### src/bsa_pkg.sv
// ----------------------------------------------------------------------------
// bsa_pkg
// Shared widths, codes and types of the bitmap slot allocator.
// ----------------------------------------------------------------------------
package bsa_pkg;

   localparam int SLOTS_DEF = 32;

   localparam int ADDR_W   = 32;
   localparam int SIZE_W   = 16;
   localparam int COUNT_W  = 6;
   localparam int OP_W     = 2;
   localparam int INDEX_W  = 5;
   localparam int STATUS_W = 2;

   // rounded slot size needs one more bit than the register (65535 -> 65536)
   localparam int DIV_W = SIZE_W + 1;

   localparam logic [DIV_W-1:0] SIZE_ALIGN_MASK = ~DIV_W'(3);
   localparam logic [DIV_W-1:0] SIZE_MIN        = DIV_W'(4);

   localparam int PADDR_W = 4;
   localparam int PDATA_W = 32;

   typedef enum logic [OP_W-1:0] {
      OP_ALLOC   = 2'd0,
      OP_RELEASE = 2'd1,
      OP_RECLAIM = 2'd2
   } op_type;

   typedef enum logic [STATUS_W-1:0] {
      STATUS_OK    = 2'd0,
      STATUS_EMPTY = 2'd1,
      STATUS_RANGE = 2'd2
   } status_type;

   typedef enum logic [1:0] {
      REG_BASE_ADDRESS = 2'd0,
      REG_SLOT_SIZE    = 2'd1,
      REG_SLOT_COUNT   = 2'd2
   } reg_type;

   typedef struct packed {
      logic busy;
      logic done;
   } div_stat_type;

endpackage

### src/bsa_req_if.sv
// ----------------------------------------------------------------------------
// bsa_req_if
// Request channel: one allocator operation per beat.
// ----------------------------------------------------------------------------
interface bsa_req_if;
   logic                         valid;
   logic                         ready;
   logic [bsa_pkg::OP_W-1:0]     operation;
   logic [bsa_pkg::ADDR_W-1:0]   release_address;

   modport source (output valid, output operation, output release_address, input ready);
   modport sink   (input valid, input operation, input release_address, output ready);
endinterface

### src/bsa_rsp_if.sv
// ----------------------------------------------------------------------------
// bsa_rsp_if
// Response channel: one result beat per request.
// ----------------------------------------------------------------------------
interface bsa_rsp_if;
   logic                           valid;
   logic                           ready;
   logic [bsa_pkg::ADDR_W-1:0]     slot_address;
   logic [bsa_pkg::INDEX_W-1:0]    slot_index;
   logic [bsa_pkg::STATUS_W-1:0]   status;
   logic [bsa_pkg::COUNT_W-1:0]    free_slots;

   modport source (output valid, output slot_address, output slot_index, output status,
                   output free_slots, input ready);
   modport sink   (input valid, input slot_address, input slot_index, input status,
                   input free_slots, output ready);
endinterface

### src/bsa_divider.sv
// ----------------------------------------------------------------------------
// bsa_divider
// Radix-2 restoring divider, one quotient bit per cycle.
// ----------------------------------------------------------------------------
module bsa_divider #(
   parameter int NUM_W = bsa_pkg::ADDR_W,
   parameter int DEN_W = bsa_pkg::DIV_W
) (
   input  logic                  clock,
   input  logic                  reset,
   input  logic                  start,
   input  logic [NUM_W-1:0]      dividend,
   input  logic [DEN_W-1:0]      divisor,
   output bsa_pkg::div_stat_type stat,
   output logic [NUM_W-1:0]      quotient
);

   localparam int STEP_W = $clog2(NUM_W + 1);

   logic [NUM_W-1:0]  quo_ff, quo_in;
   logic [DEN_W-1:0]  rem_ff, rem_in;
   logic [DEN_W-1:0]  den_ff, den_in;
   logic [STEP_W-1:0] step_ff, step_in;
   logic              busy_ff, busy_in;
   logic              done_ff, done_in;

   logic [DEN_W:0]    rem_sh;
   logic [DEN_W:0]    diff;
   logic              ge;

   assign rem_sh = {rem_ff, quo_ff[NUM_W-1]};
   assign ge     = rem_sh >= {1'b0, den_ff};
   assign diff   = rem_sh - {1'b0, den_ff};

   always_comb begin
      quo_in  = quo_ff;
      rem_in  = rem_ff;
      den_in  = den_ff;
      step_in = step_ff;
      busy_in = busy_ff;
      done_in = 1'b0;
      if (start) begin
         quo_in  = dividend;
         rem_in  = '0;
         den_in  = divisor;
         step_in = STEP_W'(NUM_W);
         busy_in = 1'b1;
      end else if (busy_ff) begin
         // partial remainder stays below the divisor, so it fits DEN_W bits
         rem_in  = ge ? diff[DEN_W-1:0] : rem_sh[DEN_W-1:0];
         quo_in  = {quo_ff[NUM_W-2:0], ge};
         step_in = step_ff - STEP_W'(1);
         if (step_ff == STEP_W'(1)) begin
            busy_in = 1'b0;
            done_in = 1'b1;
         end
      end
   end

   always_ff @(posedge clock) begin
      quo_ff  <= quo_in;
      rem_ff  <= rem_in;
      den_ff  <= den_in;
      step_ff <= step_in;
      if (reset) begin
         busy_ff <= 1'b0;
         done_ff <= 1'b0;
      end else begin
         busy_ff <= busy_in;
         done_ff <= done_in;
      end
   end

   assign stat.busy = busy_ff;
   assign stat.done = done_ff;
   assign quotient  = quo_ff;

endmodule

### src/bitmap_slot_allocator_unit.sv
// ----------------------------------------------------------------------------
// bitmap_slot_allocator_unit
// Fixed-block pool allocator with a free bitmap of up to 32 slots.
// ----------------------------------------------------------------------------
// One request at a time. An allocate steps through idle (lowest free slot),
// multiply (index * size) and done (base + product); a reclaim or unused
// operation goes from idle straight to done; a release waits in the divide
// state for the radix-2 divider that turns (address - base) into a slot index
// one quotient bit per cycle. The result sits in an output register, so the
// next request is taken while the previous result waits. Any register write
// frees every configured slot; write registers only while no request is open.
// ----------------------------------------------------------------------------
module bitmap_slot_allocator_unit #(
   parameter int SLOTS = bsa_pkg::SLOTS_DEF
) (
   input  logic                         clock,
   input  logic                         reset,
   bsa_req_if.sink                      req_ch,
   bsa_rsp_if.source                    rsp_ch,
   input  logic                         psel,
   input  logic                         penable,
   input  logic                         pwrite,
   input  logic [bsa_pkg::PADDR_W-1:0]  paddr,
   input  logic [bsa_pkg::PDATA_W-1:0]  pwdata,
   output logic [bsa_pkg::PDATA_W-1:0]  prdata,
   output logic                         pready
);

   localparam int IDX_W  = (SLOTS > 1) ? $clog2(SLOTS) : 1;
   localparam int CNT_W  = $clog2(SLOTS + 1);
   localparam int PROD_W = IDX_W + bsa_pkg::DIV_W;

   localparam int SLOTS_RESET = 32;

   typedef enum logic [3:0] {
      ST_IDLE   = 4'b0001,
      ST_MULT   = 4'b0010,
      ST_DIVIDE = 4'b0100,
      ST_DONE   = 4'b1000
   } state_type;

   function automatic logic [SLOTS-1:0] pool_mask(input logic [bsa_pkg::COUNT_W-1:0] c);
      logic [SLOTS-1:0] m;
      for (int i = 0; i < SLOTS; i++) begin
         m[i] = bsa_pkg::COUNT_W'(i) < c;
      end
      return m;
   endfunction

   function automatic logic [CNT_W-1:0] eff_count(input logic [bsa_pkg::COUNT_W-1:0] c);
      return (c > bsa_pkg::COUNT_W'(SLOTS)) ? CNT_W'(SLOTS) : c[CNT_W-1:0];
   endfunction

   // configuration registers
   logic [bsa_pkg::ADDR_W-1:0]  base_ff, base_in;
   logic [bsa_pkg::SIZE_W-1:0]  size_ff, size_in;
   logic [bsa_pkg::COUNT_W-1:0] count_ff, count_in;

   // pool state
   logic [SLOTS-1:0] map_ff, map_in;
   logic [CNT_W-1:0] cnt_ff, cnt_in;

   // sequencer
   state_type                  state_ff, state_in;
   logic [bsa_pkg::OP_W-1:0]   op_ff, op_in;
   logic [IDX_W-1:0]           idx_ff, idx_in;
   logic [PROD_W-1:0]          prod_ff, prod_in;

   // result register
   logic                          rsp_valid_ff, rsp_valid_in;
   logic [bsa_pkg::ADDR_W-1:0]    rsp_addr_ff, rsp_addr_in;
   logic [bsa_pkg::INDEX_W-1:0]   rsp_index_ff, rsp_index_in;
   logic [bsa_pkg::STATUS_W-1:0]  rsp_status_ff, rsp_status_in;
   logic [bsa_pkg::COUNT_W-1:0]   rsp_free_ff, rsp_free_in;

   logic                  cfg_wr;
   bsa_pkg::reg_type      cfg_reg;
   logic                  reinit;
   logic [bsa_pkg::DIV_W-1:0] size_rnd;
   logic [bsa_pkg::DIV_W-1:0] size_eff;
   logic [CNT_W-1:0]      cnt_eff;
   logic [IDX_W-1:0]      low_idx;
   logic                  req_beat;
   logic                  div_start;
   bsa_pkg::div_stat_type div_stat;
   logic [bsa_pkg::ADDR_W-1:0] quotient;
   logic                  in_range;
   logic [SLOTS-1:0]      rel_bit;
   logic                  out_free;

   assign cfg_wr  = psel & penable & pwrite;
   assign cfg_reg = bsa_pkg::reg_type'(paddr[bsa_pkg::PADDR_W-1:2]);
   assign pready  = 1'b1;

   always_comb begin
      case (cfg_reg)
         bsa_pkg::REG_BASE_ADDRESS: prdata = base_ff;
         bsa_pkg::REG_SLOT_SIZE:    prdata = bsa_pkg::PDATA_W'(size_ff);
         bsa_pkg::REG_SLOT_COUNT:   prdata = bsa_pkg::PDATA_W'(count_ff);
         default:                   prdata = '0;
      endcase
   end

   always_comb begin
      base_in  = base_ff;
      size_in  = size_ff;
      count_in = count_ff;
      reinit   = 1'b0;
      if (cfg_wr) begin
         case (cfg_reg)
            bsa_pkg::REG_BASE_ADDRESS: begin
               base_in = pwdata;
               reinit  = 1'b1;
            end
            bsa_pkg::REG_SLOT_SIZE: begin
               size_in = pwdata[bsa_pkg::SIZE_W-1:0];
               reinit  = 1'b1;
            end
            bsa_pkg::REG_SLOT_COUNT: begin
               count_in = pwdata[bsa_pkg::COUNT_W-1:0];
               reinit   = 1'b1;
            end
            default: reinit = 1'b0;
         endcase
      end
   end

   // slot size rounded up to a multiple of four; zero counts as four
   assign size_rnd = ({1'b0, size_ff} + bsa_pkg::DIV_W'(3)) & bsa_pkg::SIZE_ALIGN_MASK;
   assign size_eff = (size_rnd == '0) ? bsa_pkg::SIZE_MIN : size_rnd;
   assign cnt_eff  = eff_count(count_ff);

   always_comb begin
      low_idx = '0;
      for (int i = SLOTS - 1; i >= 0; i--) begin
         if (map_ff[i]) begin
            low_idx = IDX_W'(i);
         end
      end
   end

   assign req_beat  = req_ch.valid & req_ch.ready;
   assign div_start = req_beat & (req_ch.operation == bsa_pkg::OP_RELEASE);

   bsa_divider #(
      .NUM_W (bsa_pkg::ADDR_W),
      .DEN_W (bsa_pkg::DIV_W)
   ) u_divider (
      .clock    (clock),
      .reset    (reset),
      .start    (div_start),
      .dividend (req_ch.release_address - base_ff),
      .divisor  (size_eff),
      .stat     (div_stat),
      .quotient (quotient)
   );

   assign in_range = quotient < bsa_pkg::ADDR_W'(cnt_eff);
   assign rel_bit  = {{(SLOTS-1){1'b0}}, 1'b1} << quotient[IDX_W-1:0];
   assign out_free = ~rsp_valid_ff | rsp_ch.ready;

   always_comb begin
      state_in      = state_ff;
      op_in         = op_ff;
      idx_in        = idx_ff;
      prod_in       = prod_ff;
      map_in        = map_ff;
      cnt_in        = cnt_ff;
      rsp_valid_in  = rsp_valid_ff & ~rsp_ch.ready;
      rsp_addr_in   = rsp_addr_ff;
      rsp_index_in  = rsp_index_ff;
      rsp_status_in = rsp_status_ff;
      rsp_free_in   = rsp_free_ff;

      case (state_ff)
         ST_IDLE: begin
            if (req_beat) begin
               op_in  = req_ch.operation;
               idx_in = low_idx;
               case (req_ch.operation)
                  bsa_pkg::OP_ALLOC:   state_in = ST_MULT;
                  bsa_pkg::OP_RELEASE: state_in = ST_DIVIDE;
                  default:             state_in = ST_DONE;
               endcase
            end
         end
         ST_MULT: begin
            prod_in  = PROD_W'(idx_ff) * PROD_W'(size_eff);
            state_in = ST_DONE;
         end
         ST_DIVIDE: begin
            if (div_stat.done) begin
               state_in = ST_DONE;
            end
         end
         ST_DONE: begin
            if (out_free) begin
               state_in      = ST_IDLE;
               rsp_valid_in  = 1'b1;
               rsp_addr_in   = '0;
               rsp_index_in  = '0;
               rsp_status_in = bsa_pkg::STATUS_OK;
               case (op_ff)
                  bsa_pkg::OP_ALLOC: begin
                     if (map_ff == '0) begin
                        rsp_status_in = bsa_pkg::STATUS_EMPTY;
                     end else begin
                        rsp_addr_in  = base_ff + bsa_pkg::ADDR_W'(prod_ff);
                        rsp_index_in = bsa_pkg::INDEX_W'(idx_ff);
                        map_in       = map_ff & (map_ff - SLOTS'(1));
                        cnt_in       = cnt_ff - CNT_W'(1);
                     end
                  end
                  bsa_pkg::OP_RELEASE: begin
                     if (!in_range) begin
                        rsp_status_in = bsa_pkg::STATUS_RANGE;
                     end else begin
                        rsp_index_in = bsa_pkg::INDEX_W'(quotient[IDX_W-1:0]);
                        map_in       = map_ff | rel_bit;
                        // double release leaves the count alone
                        if ((map_ff & rel_bit) == '0) begin
                           cnt_in = cnt_ff + CNT_W'(1);
                        end
                     end
                  end
                  bsa_pkg::OP_RECLAIM: begin
                     map_in = pool_mask(count_ff);
                     cnt_in = cnt_eff;
                  end
                  default: begin
                     map_in = map_ff;
                  end
               endcase
               rsp_free_in = bsa_pkg::COUNT_W'(cnt_in);
            end
         end
         default: begin
            state_in = ST_IDLE;
         end
      endcase

      if (reinit) begin
         map_in = pool_mask(count_in);
         cnt_in = eff_count(count_in);
      end
   end

   assign req_ch.ready = (state_ff == ST_IDLE);

   always_ff @(posedge clock) begin
      op_ff         <= op_in;
      idx_ff        <= idx_in;
      prod_ff       <= prod_in;
      rsp_addr_ff   <= rsp_addr_in;
      rsp_index_ff  <= rsp_index_in;
      rsp_status_ff <= rsp_status_in;
      rsp_free_ff   <= rsp_free_in;
      if (reset) begin
         base_ff      <= '0;
         size_ff      <= bsa_pkg::SIZE_W'(4);
         count_ff     <= bsa_pkg::COUNT_W'(SLOTS_RESET);
         map_ff       <= '1;
         cnt_ff       <= CNT_W'(SLOTS);
         state_ff     <= ST_IDLE;
         rsp_valid_ff <= 1'b0;
      end else begin
         base_ff      <= base_in;
         size_ff      <= size_in;
         count_ff     <= count_in;
         map_ff       <= map_in;
         cnt_ff       <= cnt_in;
         state_ff     <= state_in;
         rsp_valid_ff <= rsp_valid_in;
      end
   end

   assign rsp_ch.valid        = rsp_valid_ff;
   assign rsp_ch.slot_address = rsp_addr_ff;
   assign rsp_ch.slot_index   = rsp_index_ff;
   assign rsp_ch.status       = rsp_status_ff;
   assign rsp_ch.free_slots   = rsp_free_ff;

   // free count tracks the bitmap
   a_count_matches_map: assert property (@(posedge clock) disable iff (reset)
      $countones(map_ff) == int'(cnt_ff))
      else $error("free count out of step with bitmap");

   // no free bit above the configured slot count
   a_map_in_pool: assert property (@(posedge clock) disable iff (reset)
      (map_ff & ~pool_mask(count_ff)) == '0)
      else $error("free bit set outside the pool");

   a_count_bounded: assert property (@(posedge clock) disable iff (reset)
      cnt_ff <= cnt_eff)
      else $error("free count above slot count");

   a_beat_leaves_idle: assert property (@(posedge clock) disable iff (reset)
      req_beat |=> state_ff != ST_IDLE)
      else $error("request beat did not start the sequencer");

   a_div_only_in_divide: assert property (@(posedge clock) disable iff (reset)
      div_stat.busy |-> state_ff == ST_DIVIDE)
      else $error("divider running outside release");

endmodule

### src/flat_wrapper.sv
// flat-port wrapper written by rule: the top's interface ports become plain ports
module bitmap_slot_allocator_unit_flat 
#(
   parameter int SLOTS = bsa_pkg::SLOTS_DEF
)
  (clock, reset, psel, penable, pwrite, paddr, pwdata, prdata, pready, req_ch_valid, req_ch_operation, req_ch_release_address, req_ch_ready, rsp_ch_valid, rsp_ch_slot_address, rsp_ch_slot_index, rsp_ch_status, rsp_ch_free_slots, rsp_ch_ready);
  bsa_req_if req_ch_i ();
  bsa_rsp_if rsp_ch_i ();
  input  logic clock;
  input  logic reset;
  input  logic psel;
  input  logic penable;
  input  logic pwrite;
  input  logic [bsa_pkg::PADDR_W-1:0] paddr;
  input  logic [bsa_pkg::PDATA_W-1:0] pwdata;
  output logic [bsa_pkg::PDATA_W-1:0] prdata;
  output logic pready;
  input wire logic [$bits(req_ch_i.valid)-1:0] req_ch_valid;
  input wire logic [$bits(req_ch_i.operation)-1:0] req_ch_operation;
  input wire logic [$bits(req_ch_i.release_address)-1:0] req_ch_release_address;
  output wire logic [$bits(req_ch_i.ready)-1:0] req_ch_ready;
  output wire logic [$bits(rsp_ch_i.valid)-1:0] rsp_ch_valid;
  output wire logic [$bits(rsp_ch_i.slot_address)-1:0] rsp_ch_slot_address;
  output wire logic [$bits(rsp_ch_i.slot_index)-1:0] rsp_ch_slot_index;
  output wire logic [$bits(rsp_ch_i.status)-1:0] rsp_ch_status;
  output wire logic [$bits(rsp_ch_i.free_slots)-1:0] rsp_ch_free_slots;
  input wire logic [$bits(rsp_ch_i.ready)-1:0] rsp_ch_ready;
  assign req_ch_i.valid = req_ch_valid;
  assign req_ch_i.operation = req_ch_operation;
  assign req_ch_i.release_address = req_ch_release_address;
  assign req_ch_ready = req_ch_i.ready;
  assign rsp_ch_valid = rsp_ch_i.valid;
  assign rsp_ch_slot_address = rsp_ch_i.slot_address;
  assign rsp_ch_slot_index = rsp_ch_i.slot_index;
  assign rsp_ch_status = rsp_ch_i.status;
  assign rsp_ch_free_slots = rsp_ch_i.free_slots;
  assign rsp_ch_i.ready = rsp_ch_ready;
  bitmap_slot_allocator_unit #(.SLOTS(SLOTS)) u_core (.clock(clock), .reset(reset), .req_ch(req_ch_i), .rsp_ch(rsp_ch_i), .psel(psel), .penable(penable), .pwrite(pwrite), .paddr(paddr), .pwdata(pwdata), .prdata(prdata), .pready(pready));
endmodule
### config.mk
export PLATFORM = sky130hd
export DESIGN_NAME = bitmap_slot_allocator_unit_flat
export DESIGN_NICKNAME = d
export VERILOG_FILES = /design/src/bsa_pkg.sv /design/src/bsa_req_if.sv /design/src/bsa_rsp_if.sv /design/src/bsa_divider.sv /design/src/bitmap_slot_allocator_unit.sv /design/src/flat_wrapper.sv
export SDC_FILE = /design/constraint.sdc
export NUM_CORES = 1
export LEC_CHECK = 0
export ABC_AREA = 0
export BUFFER_PORTS_ARGS = -buffer_cell sky130_fd_sc_hd__buf_2
export CAP_MARGIN = 20
export CORE_MARGIN = 8
export CORE_UTILIZATION = 25
export DETAILED_ROUTE_END_ITERATION = 7
export SYNTH_ARGS = -nofsm -noshare
export SYNTH_HDL_FRONTEND = slang
export SYNTH_SLANG_ARGS = --single-unit
### constraint.sdc
create_clock -name clock -period 12.3 [get_ports clock]
set_input_delay 2.46 -clock clock [delete_from_list [all_inputs] [get_ports clock]]
set_output_delay 2.46 -clock clock [all_outputs]
set_load 0.01 [all_outputs]
Yosys cells after proc, flatten, opt, wreduce, memory -nomap -nowiden
Cells that the tools add are included.
- $add $sub $neg: 8
- multiply operators: 1
- magnitude comparators: 68
- eq/ne operators: 15
- shift operators: 1
- multiplexer cells: 72
- bitwise gates (word level): 13
- reduce and logical (&&, ||, !) cells: 24
- operators by type and width (kind ; number):
    $mux 32 ; 7
    $lt 5x6->1 const A ; 32
    $pmux 32 s3 ; 2
    $lt 4x6->1 const A ; 16
    $mux 5 ; 18
    $and 32x32->32 ; 2
    $logic_not 32->1 ; 2
    $mux 6 ; 10
    $lt 3x6->1 const A ; 8
    $mux 4 ; 11
    $mux 17 ; 2
    $add 32x22->32 ; 1
    $lt 32x6->1 ; 1
    $or 32x32->32 ; 1
    $shl 1x5->32 const A ; 1
    $sub 32x1->32 const B ; 1
    $sub 32x32->32 ; 1
    $lt 1x6->1 const A ; 4
    $lt 2x6->1 const A ; 4
    $mul 5x17->22 ; 1
    $ge 18x17->1 ; 1
    $pmux 6 s3 ; 1
    $add 16x2->17 const B ; 1
    $logic_not 17->1 ; 1
    36 further kinds ; 73
- register bits after elaboration: 245
- bits of input ports: 77
- logic and storage cells: 226

Depth between registers and ports, before layout
- depth after elaboration: 31
- depth in mapped cells: 26
- gate-level depth less buffers: 26

Modules after synthesis
Synthesis repeated with hierarchy kept, for this count alone.
- cell total of the unflattened synthesis: 2201
- area, all modules: 18585.3 µm²
- modules (own cells, without submodules) (module ; instances ; cells each ; area an instance (µm²)):
    bitmap_slot_allocator_unit ; 1 ; 1844 ; 14567.7
    bsa_divider ; 1 ; 357 ; 4017.6

Worst setup path after synthesis
OpenSTA, ideal clock, no wires.
- path type: flip-flop to flip-flop
- start point: reg u_core.size_ff[2] in the netlist's numbering
- end point: reg u_core.prod_ff[20] (data pin)
- setup time: 0.258 ns
- arrival: 5.766 ns
- required time: 12.042 ns
- setup slack: 6.277 ns
- cell stages (with the launch flop): 26
- path buffers: 0
- clock period less this slack: 6.023 ns
- path through: dfxtp_1 o211a_1 and3_1 and3_1 and3_1 nand3_1 nor2_1 nand3_1 nand2_1 a41oi_1 nand2b_1 fa_1 fa_1 fa_1 inv_1 ha_1 a21o_1 a21oi_1 o21bai_1 a21o_1 a21oi_1 o21ai_0 a211o_1 a31o_2 a21oi_1 xnor2_1
- longest elaborated chain between the ends: 4
- RTL lines (element ; line ; RTL):
    start: declaration ; bitmap_slot_allocator_unit.sv:56 ; logic [bsa_pkg::SIZE_W-1:0] size_ff, size_in;
    start signal: assignment ; bitmap_slot_allocator_unit.sv:260 ; size_ff <= bsa_pkg::SIZE_W'(4);
    start signal: assignment ; bitmap_slot_allocator_unit.sv:268 ; size_ff <= size_in;
    $add 16x2->17 (*) ; bitmap_slot_allocator_unit.sv:129 ; assign size_rnd = ({1'b0, size_ff} + bsa_pkg::DIV_W'(3)) & bsa_pkg::SIZE_ALIGN_MASK;
    $logic_not 17->1 ; bitmap_slot_allocator_unit.sv:130 ; assign size_eff = (size_rnd == '0) ? bsa_pkg::SIZE_MIN : size_rnd;
    $mux 17 (*) ; bitmap_slot_allocator_unit.sv:130 ;
    $mul 5x17->22 (*) ; bitmap_slot_allocator_unit.sv:188 ; prod_in = PROD_W'(idx_ff) * PROD_W'(size_eff);
    end signal: assignment ; bitmap_slot_allocator_unit.sv:253 ; prod_ff <= prod_in;
    end: declaration ; bitmap_slot_allocator_unit.sv:67 ; logic [PROD_W-1:0] prod_ff, prod_in;
Mark *: on every way between the ends. The rest lies on a longest branch, timed or not.
A chain may end at the register's enable or synchronous reset.

Worst setup path in the final report
- start point: reg u_core.size_ff[2] in the netlist's numbering
- end point: reg u_core.prod_ff[21] (data pin)
The elaborated chain is that of the path after synthesis.

==> metrics.md <==
| Metric | Value |
|---|---|
| Nets | 2469 |
| Leak Pwr | 8.168 nW |
| Initial Utilization | 0.2512 |
| Initial antenna violation count | 17 |
| Worst Hold Class | reg -> reg |
| Critical path type | reg -> reg |
| Fin Setup TNS | 0 ns |
| Post-CTS Resized | 0 |
| Post-synthesis compound-gate area fraction | 0.2170 |
| Routed WL | 58.88 mm |
| Total Routing Usage GR | 0.1407 |
| Clock slew at reported path FFs | ~0.06 ns |
| Ys flop type | dfxtp_1 |
| Yosys reg bits | 241 |
| FILL cells | 7635 |
| Grt total ovfl | 0 |
| Core area | 0.07124 sq mm |
| Placement Rows | 98 |
| Fraction of layout cells with a size suffix above 1 | 0.1178 |
| R2r startpoint | u_core.size_ff[2]$_SDFFE_PP1P_ |
| # hold bufs at CTS | 0 |
| Multi-input logic area | 0.01090 sq mm |
| Residual DRC count | 0 |
| Clock root buffer | clkbuf_16 |
| RSZ-0062 raised after global routing | no |
| Post-DP HPWL | between 40 and 50 mm |
| Clock sinks | ~240 |
| Post-Synth Simple-Gate Area | 0.2013 |
| Mapped Cells | around 2.1k |
| CTS Buf Count | 29 |
| Status | finished clean |
| CTS tree | done |
| Clock buffer depth | 3 |
| Syn nets | between 2k and 2.5k |
| Largest net degree at the start of global routing | 80 |
| Fin crit share | 0.5703 |
| Area of the mapped netlist | 0.01789 sq mm |
| Crit. Startpoint | u_core.size_ff[2]$_SDFFE_PP1P_ |
| Leading post-synthesis cells by cell area | edfxtp_1, dfxtp_1, ha_1 |
| Clk_skew | 0.01159 ns |
| Synth Area in Adders | 0.1218 |
| CP cell instances | o211a_1 > and3_1 > and3_1 > and3_1 > nand3_1 > nor2_1 > or3_1 > nand2_1 > a41oi_1 > nand2b_1 > fa_1 > fa_1 > fa_1 > inv_1 > ha_1 > a21oi_1 > o21bai_1 > a21oi_1 > o21a_1 > o21ai_0 > a2111oi_0 > o31ai_1 > a21oi_1 > xor2_1 |
| Design Power | 0.002551 W |
| Fraction of synthesized area in multiplexers | 0.02573 |
| R2R cell count | 24 |
| CTS H-tree depth | 1 |
| Hold Startpoint | u_core.u_divider.rem_ff[16]$_SDFFE_PP0P_ |
| Synth top area share | 0.1997 |
| First-pass GRT wire length | about 92 mm |
| Clk_lat worst skew | 0.58 ns |
| Sequential share of the synthesized area | 0.3362 |
| Placed Area | 0.01959 sq mm |
| Count of final hold-check violations | 0 |
| Detail Route Antenna Nets | 0 |
| GPL Wtd Cong | 0.9375 |
| Ports | ~160 |
| Max Fclk | 0.1426 GHz |
| Startpoint types | flop |
| Port bufs | 153 |
| Post-layout instance area | 0.02065 sq mm |
| MaxCap Viol Count | 0 |
| Post-synth ARST share | 0 |
| Biggest area consumer among synthesized cells | edfxtp_1 |
| Post-Synth XOR/XNOR Area | 0.04111 |
| Syn avg cell area | 8.331 sq um |
| Vias/cell | 5.083 |
| Reg area | 0.006016 sq mm |
| Pwr dens | approximately 120 mW/mm^2 |
| # Post-CTS Setup Buffers | 0 |
| Critical Path End Type | flop |
| Syn. warnings | 0 |
| Tmin final | 7.014 ns |
| Slew HR | 0.2204 |
| Synth unique cells | 93 |
| First-pass DRT Iterations | 7 |
| Critical Path Fanout Max | 6 |
| Die W | 283.5 um |
| CP arrival | 7.33 ns |
| Initial drt markers | ~1.4k |
| Die area | 0.08039 sq mm |
| Slew @ Worst Pin | around 1.1 ns |
| Vias in the first global route | 15.42k |
| Routed via count | 16.40k |
| Slowest stage delay, CP | 0.67 ns |
| Required time worst endpoint | between 10 and 15 ns |
| Setup-failing EPs final | 0 |
| VDD IR-drop max | 98.12 uV |
| Largest family of logic cells by synthesized area | compound AO/OA/AOI/OAI gates |
| EDFF count, synth | 119 |
| Die H | 283.5 um |
| Max-slew violations | 0 |
| WHS Path Cells | 2 |
| Syn-to-layout area delta | 15.38% |
| Slowest library cell on the worst path | a2111oi_0 |
| Drt wl/cell | 18.25 um |
-- routing by layer --
layer / up-vias / track usage / share of wire
li1: 7862 / - / -
met1: 7759 / 0.1970 / 0.45
met2: 674 / 0.2168 / 0.43
met3: 99 / 0.03138 / 0.097
met4: 8 / 0.03690 / 0.024
met5: - / 0 / 0.00090
-- flip-flops by register name, indices dropped and copies added (netlist names), 15 cells and up --
signal,cells
u_core.map_ff,32
u_core.u_divider.rem_ff,17
u_core.u_divider.den_ff,15
u_core.base_ff,32
u_core.prod_ff,20
u_core.rsp_ch.slot_address,32
u_core.u_divider.quotient,32
u_core.size_ff,16
-- Yosys cell counts (8+ instances only) --
cell type	count
buf_2	9
edfxtp_1	119
dfxtp_1	122
o21a_1	15
ha_1	107
xnor2_1	52
mux2i_1	40
fa_1	42
a21o_1	33
nor2_1	170
a211oi_1	17
o21bai_1	27
or3_1	12
nand4_1	14
a22oi_1	9
nor4_1	23
or2_2	9
nand3b_1	10
nor3_1	58
and2_1	49
xor2_1	32
o31ai_1	14
nand3_1	23
nand2_1	270
clkbuf_1	92
a31oi_1	21
a221o_1	12
o22ai_1	11
a221oi_1	13
a21oi_1	193
a22o_1	8
o21ai_0	160
nand2b_1	20
and3_1	14
nor2b_1	42
inv_1	145
-- power by group --
group / internal (W) / total, W / switching (W)
clock: 0.000555 / 0.000916 / 0.000362
combinational: 0.000261 / 0.000635 / 0.000374
sequential: 0.000921 / 0.00100 / 0.0000792
-- per-stage QoR --
stage	utilization	hold WS (ns)	cells	setup slack [ns]
floorplan	-	0.4507	2148	6.277
global placement	0.2750	0.4674	3161	5.409
detailed placement	0.2750	0.4697	3161	5.297
CTS	0.2893	0.4806	3215	5.258
global route	0.2895	0.4982	3217	4.704
finish	0.2898	0.4816	3227	5.286
-- worst max-delay path: cells and delay by family, from the launching register on --
kind / cells / cell delay, ns
AOI/OAI and AO/OA: 10 / 2.81
and+or+nand+nor: 8 / 1.54
DFF: 1 / 0.45
buffers and inverters: 1 / 0.04
xor gates and xnor gates: 1 / 0.08
adders and majority gates: 4 / 1.80
-- worst paths after layout --
check / endpoint / slack [ns]
setup / recovery: u_core.prod_ff[21]$_DFFE_PN_ / 5.29
hold / removal: u_core.u_divider.rem_ff[16]$_SDFFE_PP0P_ / 0.48
setup reg to reg: u_core.prod_ff[21]$_DFFE_PN_ / 5.29
hold reg to reg: u_core.u_divider.rem_ff[16]$_SDFFE_PP0P_ / 0.48
-- logic make-up after synthesis --
group                      after synthesis
other                                    1
xor gates and xnor gates                84
buffers and inverters                  260
adders and majority gates              149
muxes                                   45
DFF                                    241
and+or+nand+nor                        753
AOI/OAI and AO/OA                      615
-- cells in the final DEF (no fill, tap or decap), types with 15 or more instances in the layout --
cell type  synthesis  layout
a211oi_1          17      17
a21o_1            33      33
a21oi_1          193     192
a31oi_1           21      21
and2_1            49      49
buf_2              9     152
buf_4              3      23
clkbuf_16          0      30
dfxtp_1          122     122
edfxtp_1         119     119
fa_1              42      42
ha_1             107     107
inv_1            145     145
mux2i_1           40      40
nand2_1          270     269
nand2b_1          20      20
nand3_1           23      23
nor2_1           170     170
nor2b_1           42      42
nor3_1            58      57
nor4_1            23      23
o21a_1            15      15
o21ai_0          160     159
o21bai_1          27      27
xnor2_1           52      52
xor2_1            32      32
-- layout make-up --
class | instances | share of cell area
Multi-Input combinational cell | 1647 | 0.5277
Sequential cell | 241 | 0.2914
Tap cell | 950 | 0.05757
Timing Repair Buffer | 176 | 0.04575
Clock buffer | 32 | 0.03721
Inverter | 148 | 0.02691
Clock inverter | 22 | 0.01218
Antenna cell | 11 | 0.001333
Power figures use the tool's default switching activity.
